## config.mk

```make
export PLATFORM = sky130hd
export DESIGN_NAME = dsf_front
export DESIGN_NICKNAME = d
export VERILOG_FILES = /design/src/dsf_pkg.sv /design/src/dsf_front.sv
export SDC_FILE = /design/constraint.sdc
export NUM_CORES = 1
export LEC_CHECK = 0
export BUFFER_PORTS_ARGS = -buffer_cell sky130_fd_sc_hd__buf_4
export CAP_MARGIN = 25
export CORE_AREA = 10 10 154 121
export DETAILED_ROUTE_END_ITERATION = 7
export DIE_AREA = 0 0 164 131
export PLACE_DENSITY = 0.68
export SKIP_CTS_REPAIR_TIMING = 1
export SLEW_MARGIN = 10
export SYNTH_ARGS = -nofsm -noshare
export SYNTH_HDL_FRONTEND = slang
export SYNTH_SLANG_ARGS = --single-unit
```

## constraint.sdc

```tcl
create_clock -name clk -period 2.37 [get_ports clk]
set_input_delay 0.474 -clock clk [delete_from_list [all_inputs] [get_ports clk]]
set_output_delay 0.474 -clock clk [all_outputs]
set_load 0.05 [all_outputs]
```

## src/dsf_pkg.sv

```systemverilog
package dsf_pkg;

    localparam int MAX_SPS    = 64;
    localparam int POS_W      = $clog2(MAX_SPS);
    localparam int SAMPLE_W   = 16;
    localparam int NUM_ROWS   = 16;
    localparam int ROW_W      = $clog2(NUM_ROWS);
    localparam int GROUPS     = 4;
    localparam int PER_GROUP  = NUM_ROWS / GROUPS;
    localparam int PROD_W     = 2 * SAMPLE_W;
    localparam int ACC_W      = 38;
    localparam int LEN_W      = 7;
    localparam int BYTE_W     = 8;
    localparam int QDEPTH     = 4;
    localparam int QPTR_W     = $clog2(QDEPTH);
    localparam int IN_DATA_W  = 48;
    localparam int IN_USER_W  = 2;
    localparam int OUT_DATA_W = 16;

    localparam logic [LEN_W-1:0] MAX_FRAME = 7'd127;

    typedef enum logic [1:0] {
        MODE_SEARCH,
        MODE_LENGTH,
        MODE_PAYLOAD
    } mode_t;

    typedef enum logic {
        OP_SAMPLE = 1'b0,
        OP_TABLE  = 1'b1
    } op_t;

    typedef struct packed {
        op_t                        op;
        logic signed [SAMPLE_W-1:0] sample;
        logic                       sync;
        logic [ROW_W-1:0]           row;
        logic [POS_W-1:0]           addr;
        logic signed [SAMPLE_W-1:0] value;
    } item_t;

    typedef struct packed {
        logic  valid;
        item_t item;
    } queue_head_t;

endpackage

```

## src/dsf_front.sv

```systemverilog
module dsf_front (
    input  logic                                clk,
    input  logic                                rst_n,
    input  logic                                s_tvalid,
    output logic                                s_tready,
    input  logic [dsf_pkg::IN_DATA_W-1:0]       s_tdata,
    input  logic [dsf_pkg::IN_USER_W-1:0]       s_tuser,
    output dsf_pkg::queue_head_t                head,
    input  logic                                pop
);
    import dsf_pkg::*;

    item_t               mem_reg [QDEPTH];
    logic [QPTR_W-1:0]   wr_ptr_reg, wr_ptr_next;
    logic [QPTR_W-1:0]   rd_ptr_reg, rd_ptr_next;
    logic [QPTR_W:0]     count_reg, count_next;
    item_t               in_item;
    logic                push;
    logic                take;

    // classify the beat into a queue entry
    always_comb
    begin
        in_item.op     = op_t'(s_tuser[0]);
        in_item.sync   = s_tuser[1];
        in_item.sample = s_tdata[15:0];
        in_item.addr   = s_tdata[16 +: POS_W];
        in_item.row    = s_tdata[16 + POS_W +: ROW_W];
        in_item.value  = s_tdata[41:26];
    end

    assign s_tready = (count_reg != (QPTR_W+1)'(QDEPTH));
    assign push     = s_tvalid && s_tready;
    assign head     = '{valid: (count_reg != '0), item: mem_reg[rd_ptr_reg]};
    assign take     = pop && head.valid;

    always_comb
    begin
        wr_ptr_next = push ? wr_ptr_reg + 1'b1 : wr_ptr_reg;
        rd_ptr_next = take ? rd_ptr_reg + 1'b1 : rd_ptr_reg;
        count_next  = count_reg + (QPTR_W+1)'(push) - (QPTR_W+1)'(take);
    end

    always_ff @(posedge clk or negedge rst_n)
    begin
        if (!rst_n)
        begin
            wr_ptr_reg <= '0;
            rd_ptr_reg <= '0;
            count_reg  <= '0;
        end
        else
        begin
            wr_ptr_reg <= wr_ptr_next;
            rd_ptr_reg <= rd_ptr_next;
            count_reg  <= count_next;
        end
    end

    always_ff @(posedge clk)
    begin
        if (push)
        begin
            mem_reg[wr_ptr_reg] <= in_item;
        end
    end

endmodule

```

==> results of run 1 <==
[cells by family after synthesis]
group	after synthesis	synth area share, %
flops	183	79.4
mux	44	14.7
buf+inv	16	2.02
compound gates	4	0.473
fa+ha+maj	7	1.38
xor+xnor	4	0.509
simple gates	13	1.53
[synthesized netlist by cell type (all sizes together)]
cell type	instances	area, um^2
and3b	4	35.0
o31a	1	8.76
ha	6	75.1
nand2	1	3.75
o311ai	1	8.76
o211ai	2	15.0
fa	1	20.0
nor3b	1	12.5
buf	10	116
or3	1	6.26
nand4bb	2	22.5
mux4	44	1010
xor2	1	8.76
inv	6	22.5
xnor2	3	26.3
dfrtp	7	175
nand2b	4	25.0
edfxtp	176	5290
[critical path, cell delays in order, from the launching register on]
cell and delay (ps):
dfrtp_4 520, buf_12 150, mux4_1 610, buf_4 220
[stage by stage]
stage / setup slack (ps) / TNS (ps) / hold slack [ps]
final: -15.8 / -15.8 / 254
after global routing: -71.2 / -1120 / 229
after CTS: -124 / -994 / -164
after detailed placement: 209 / 0 / 291
after global placement: 282 / 0 / 293
after floorplan: 174 / 0 / 178
[worst paths after layout]
| check | from | to | slack, ps |
|---|---|---|---|
| max | rd_ptr_reg[0]$_DFFE_PN0P_ | head[43] | -20 |
| min | s_tdata[6] | mem_reg[2][33]$_DFFE_PP_ | 250 |
| max reg2reg | count_reg[1]$_DFF_PN0_ | count_reg[2]$_DFF_PN0_ | 220 |
| min reg2reg | wr_ptr_reg[1]$_DFFE_PN0P_ | wr_ptr_reg[1]$_DFFE_PN0P_ | 630 |
| max in group asynchronous | rst_n | rd_ptr_reg[0]$_DFFE_PN0P_ | 1830 |
| min in group asynchronous | rst_n | count_reg[0]$_DFF_PN0_ | 400 |
[layer usage]
metal / GRT usage, % / vias to the layer above / share of wire [%] / routed length, um
met2: 19.5 / 93 / 49 / 6220
li1: - / 1396 / - / -
met4: 4.25 / 0 / 1.1 / 133
met1: 14.2 / 1628 / 41 / 5210
met3: 5.10 / 14 / 8.0 / 1010
met5: 0 / - / 0 / 0
[final cells by class]
cell class	count	area, um^2
clock buffer	21	440
multi-input combinational	72	1270
clock inverter	11	124
fill	1157	6890
inverter	6	22.5
sequential	183	5470
timing repair buffer	113	1140
tap	210	263
[power groups by stage]
stage	Sequential, mW	Clock [mW]	Combinational (mW)
final	4.54	2.67	5.60
after detailed placement	4.59	0	5.10
after CTS	4.53	2.73	5.11
after global placement	4.54	0	5.08
after global routing	4.60	2.88	5.90
after floorplan	4.49	0	3.72
==> results.ini, run 1 <==
[sta]
worst_pin_slew_ps = 491
slew_headroom_pct = 67.2
finalMaxSlewViolations = 0
final.min_clock_period_ps = 2390
grt_setup_unrepaired = true
finalHoldViolations = 0
period_share_pct = 101
fin_worst_skew_ps = 8.95
setup_violations = 1
clock.fmax_mhz = 419
layout_setup_ws_ps = -15.8

[grt]
grt_max_degree = 30
grt_pass1_wl_mm = 19.0
antenna_found_initial = 0
grt.overflow.total = 0
grtUsageTotal_pct = 12.0
first_global_vias = 3402

[cts]
htreeDepth = 4
numCtsBuffers = 17
clock_sinks = 183
worstSkewPairLatency_ps = 420
clockBufferDepth = 2
cts_tree = yes
clk_pin_slew_worst_paths_ps = 60
cts_root_buf = clkbuf_16

[worst_setup_path]
worstPathArrival_ps = 1910
worstPathMaxFanout = 5
endpoint_kind = output port
criticalPathCategory = reg2out
reg2reg_depth = 8
setup.worst_path.start_class = flip-flop
critPathRequiredTime_ps = 1900

[floorplan]
core_area_um2 = 15600
ios = 100
rows = 40
initial_core_util_pct = 44.1
die_area_um2 = 21500
die_y_um = 131
die_w_um = 164

[placed_design]
dp.cells = 576
place_area_um2 = 7900
globalplace.congestion = 0.702
io_buffers = 93

[run_status]
status = complete, but fails checks
failed_checks = negative setup slack

[min_path]
min_path_type = in2reg
whs_path_depth = 1

[detailed_routing]
wl_mm = 12.6
dr_total_vias = 3131
first_pass_iters = 4
ant_nets = 0
vias_per_cell = 5.08
wl_per_cell_um = 20.4
dr.first_iter.drc_count = 207
drc = 0

[power_and_ir_drop]
pwr-share-clk_pct = 20.8
p_sw_share_pct = 36.5
p_per_area_nw_per_um2 = 1470
combinationalPowerShare_pct = 43.7
intPower_mw = 8.13
p_leak_nw = 3.02
net-switching-power_mw = 4.68
share_seq_of_total_power_pct = 35.5
power_mw = 12.8
vdd_drop_max_uv = 832

[finish]
stdcell_area_um2 = 8720
synthToLayoutAreaGrowth_pct = 26.8
layout.nets = 454
final_core_util_pct = 55.9
largest_register_ffs = 176
drive_gt1_share_pct = 46.3
antenna_cells = 0
layout.cells.non_filler = 616
layout_common_cells = edfxtp_1 (176), buf_4 (63), mux4_2 (43)
final_common_cell = edfxtp_1

[yosys]
ys_warn_count = 0
ys_seq_elements = 183
synth.avg_cell_area_um2 = 25.4
synthCells = 271
syn_nets = 332
syn_area_um2 = 6880
yosysSeqAreaShare_pct = 79.4
ys_types = 21

[flow_run]
drv_cap = 0

Note: power is estimated with default switching activity, not from simulation.
==> run 2: changes to the inputs <==
--- a/config.mk
+++ b/config.mk
@@ -10,7 +10,7 @@
 export CORE_AREA = 10 10 154 121
 export DETAILED_ROUTE_END_ITERATION = 7
 export DIE_AREA = 0 0 164 131
-export PLACE_DENSITY = 0.68
+export PLACE_DENSITY = 0.65
 export SKIP_CTS_REPAIR_TIMING = 1
 export SLEW_MARGIN = 10
 export SYNTH_ARGS = -nofsm -noshare
==> constraint.sdc (replaced) <==
create_clock -name clk -period 2.6 [get_ports clk]
set_input_delay 0.52 -clock clk [delete_from_list [all_inputs] [get_ports clk]]
set_output_delay 0.52 -clock clk [all_outputs]
set_load 0.05 [all_outputs]
==> run 2 against run 1 <==
  * The flow now finishes without violations
  * Sequential power is 9.3% lower
  * Die area is the same
  * Sequential cell count stayed put
  * Clock power fell by 6%
  * Routed wire length increased by 2.0%
  * Final cell count shrank 0.16%
==> results.ini, run 2 (same netlist as run 1, synthesis figures left out) <==
[worst_setup_path]
reg2reg_from = count_reg[1]$_DFF_PN0_
setup.worst_path.start_class = flip-flop
crit_end = head[3]
endpoint_kind = output port
worstPathMaxFanout = 11
cp-startpoint = rd_ptr_reg[0]$_DFFE_PN0P_
critPathRequiredTime_ps = 2080
worstPathArrival_ps = 1940
criticalPathCategory = reg2out
reg2reg_depth = 9
r2r_slack_ps = 290
rr_endpoint = count_reg[2]$_DFF_PN0_

[placed_design]
hpwl_mm = 8.36
dpl_worst_slack_ps = 297
place_area_um2 = 7900
io_buffers = 93
dp.cells = 577
globalplace.congestion = 0.692

[sta]
slew_headroom_pct = 64.6
worst_pin_slew_ps = 531
clock.fmax_mhz = 406
setup_violations = 0
period_share_pct = 94.8
tns_ps = 0
fin_worst_skew_ps = 8.74
finalHoldViolations = 0
hold_ws_ps = 299
layout_setup_ws_ps = 135
grt_setup_unrepaired = false
final.min_clock_period_ps = 2460
finalMaxSlewViolations = 0

[finish]
layout.nets = 455
fill_cells = 1196
stdcell_area_um2 = 8550
drive_gt1_share_pct = 45.9
layout.cells.non_filler = 615
final_common_cell = edfxtp_1
antenna_cells = 0
layout_common_cells = edfxtp_1 (176), buf_4 (107), mux4_2 (38)
largest_register_ffs = 176
final_core_util_pct = 54.8
synthToLayoutAreaGrowth_pct = 24.3

[cts]
clockBufferDepth = 2
worstSkewPairLatency_ps = 420
numCtsBuffers = 17
cts_tree = yes
clock_sinks = 183
htreeDepth = 4
clk_pin_slew_worst_paths_ps = 70
cts_root_buf = clkbuf_16

[power_and_ir_drop]
p_leak_nw = 2.99
share_seq_of_total_power_pct = 36.5
pwr-share-clk_pct = 22.3
combinationalPowerShare_pct = 41.2
vdd_drop_max_uv = 746
net-switching-power_mw = 4.17
p_per_area_nw_per_um2 = 1320
intPower_mw = 7.12
power_mw = 11.3
p_sw_share_pct = 36.9

[grt]
first_global_vias = 3523
grtUsageTotal_pct = 12.3
grt_pass1_wl_mm = 19.6
grt_max_degree = 30
grt.overflow.total = 0
antenna_found_initial = 0

[floorplan]
die_y_um = 131
die_area_um2 = 21500
initial_core_util_pct = 44.1
rows = 40
core_area_um2 = 15600
ios = 100
die_w_um = 164

[run_status]
status = finished clean

[detailed_routing]
wl_per_cell_um = 20.9
vias_per_cell = 5.07
wl_mm = 12.8
first_pass_iters = 4
dr_total_vias = 3121
ant_nets = 0
dr.first_iter.drc_count = 162
drc = 0

[flow_run]
drv_cap = 0

[min_path]
min_path_type = in2reg

[run 2: changes by cell type in the layout (fill, tap and decap cells not counted), moves of 3 or more]
cell      change
clkbuf_1      -4
mux4_2        -5
buf_4        +44
buf_6        -39
mux4_1        +5
clkinv_2      +3
[run 2: area by class of cell]
| cell class | count | area, um^2 | share of cell area [%] |
|---|---|---|---|
| Inverter | 6 | 22.5 | 0.263 |
| Clock buffer | 17 | 425 | 4.98 |
| Sequential cell | 183 | 5470 | 63.9 |
| Tap cell | 210 | 263 | 3.07 |
| Clock inverter | 13 | 154 | 1.80 |
| Multi-Input combinational cell | 72 | 1290 | 15.0 |
| Timing Repair Buffer | 114 | 933 | 10.9 |
[run 2: routing by layer]
metal,vias to the layer above,track usage [%],part of all wire [%]
met2,75,20.6,50
met5,-,0,0
met1,1630,14.4,42
met4,0,4.72,1.2
met3,14,4.41,6.5
li1,1402,-,-
[run 2: power groups by stage]
stage,Clock [mW],Combinational (mW),Sequential (mW)
finish,2.52,4.65,4.12
global route,2.70,4.92,4.17
detailed placement,0,4.59,4.23
global placement,0,4.57,4.20
floorplan,0,3.39,4.09
CTS,2.58,4.59,4.18
[run 2: critical path, stage by stage (launching register included)]
cell	delay (ps)
dfrtp_4	550
buf_12	150
mux4_1	600
buf_4	220
[run 2: how the worst min path moves through the flow]
| stage | start | end | slack, ps | depth (start not counted) |
|---|---|---|---|---|
| floorplan | rst_n | count_reg[0]$_DFF_PN0_ | 220 | 0 |
| global placement | rst_n | count_reg[0]$_DFF_PN0_ | 340 | 1 |
| detailed placement | rst_n | count_reg[0]$_DFF_PN0_ | 340 | 1 |
| CTS | rst_n | count_reg[0]$_DFF_PN0_ | -110 | 1 |
| global route | s_tdata[9] | mem_reg[3][36]$_DFFE_PP_ | 280 | 1 |
| finish | s_tdata[35] | mem_reg[3][9]$_DFFE_PP_ | 300 | 1 |
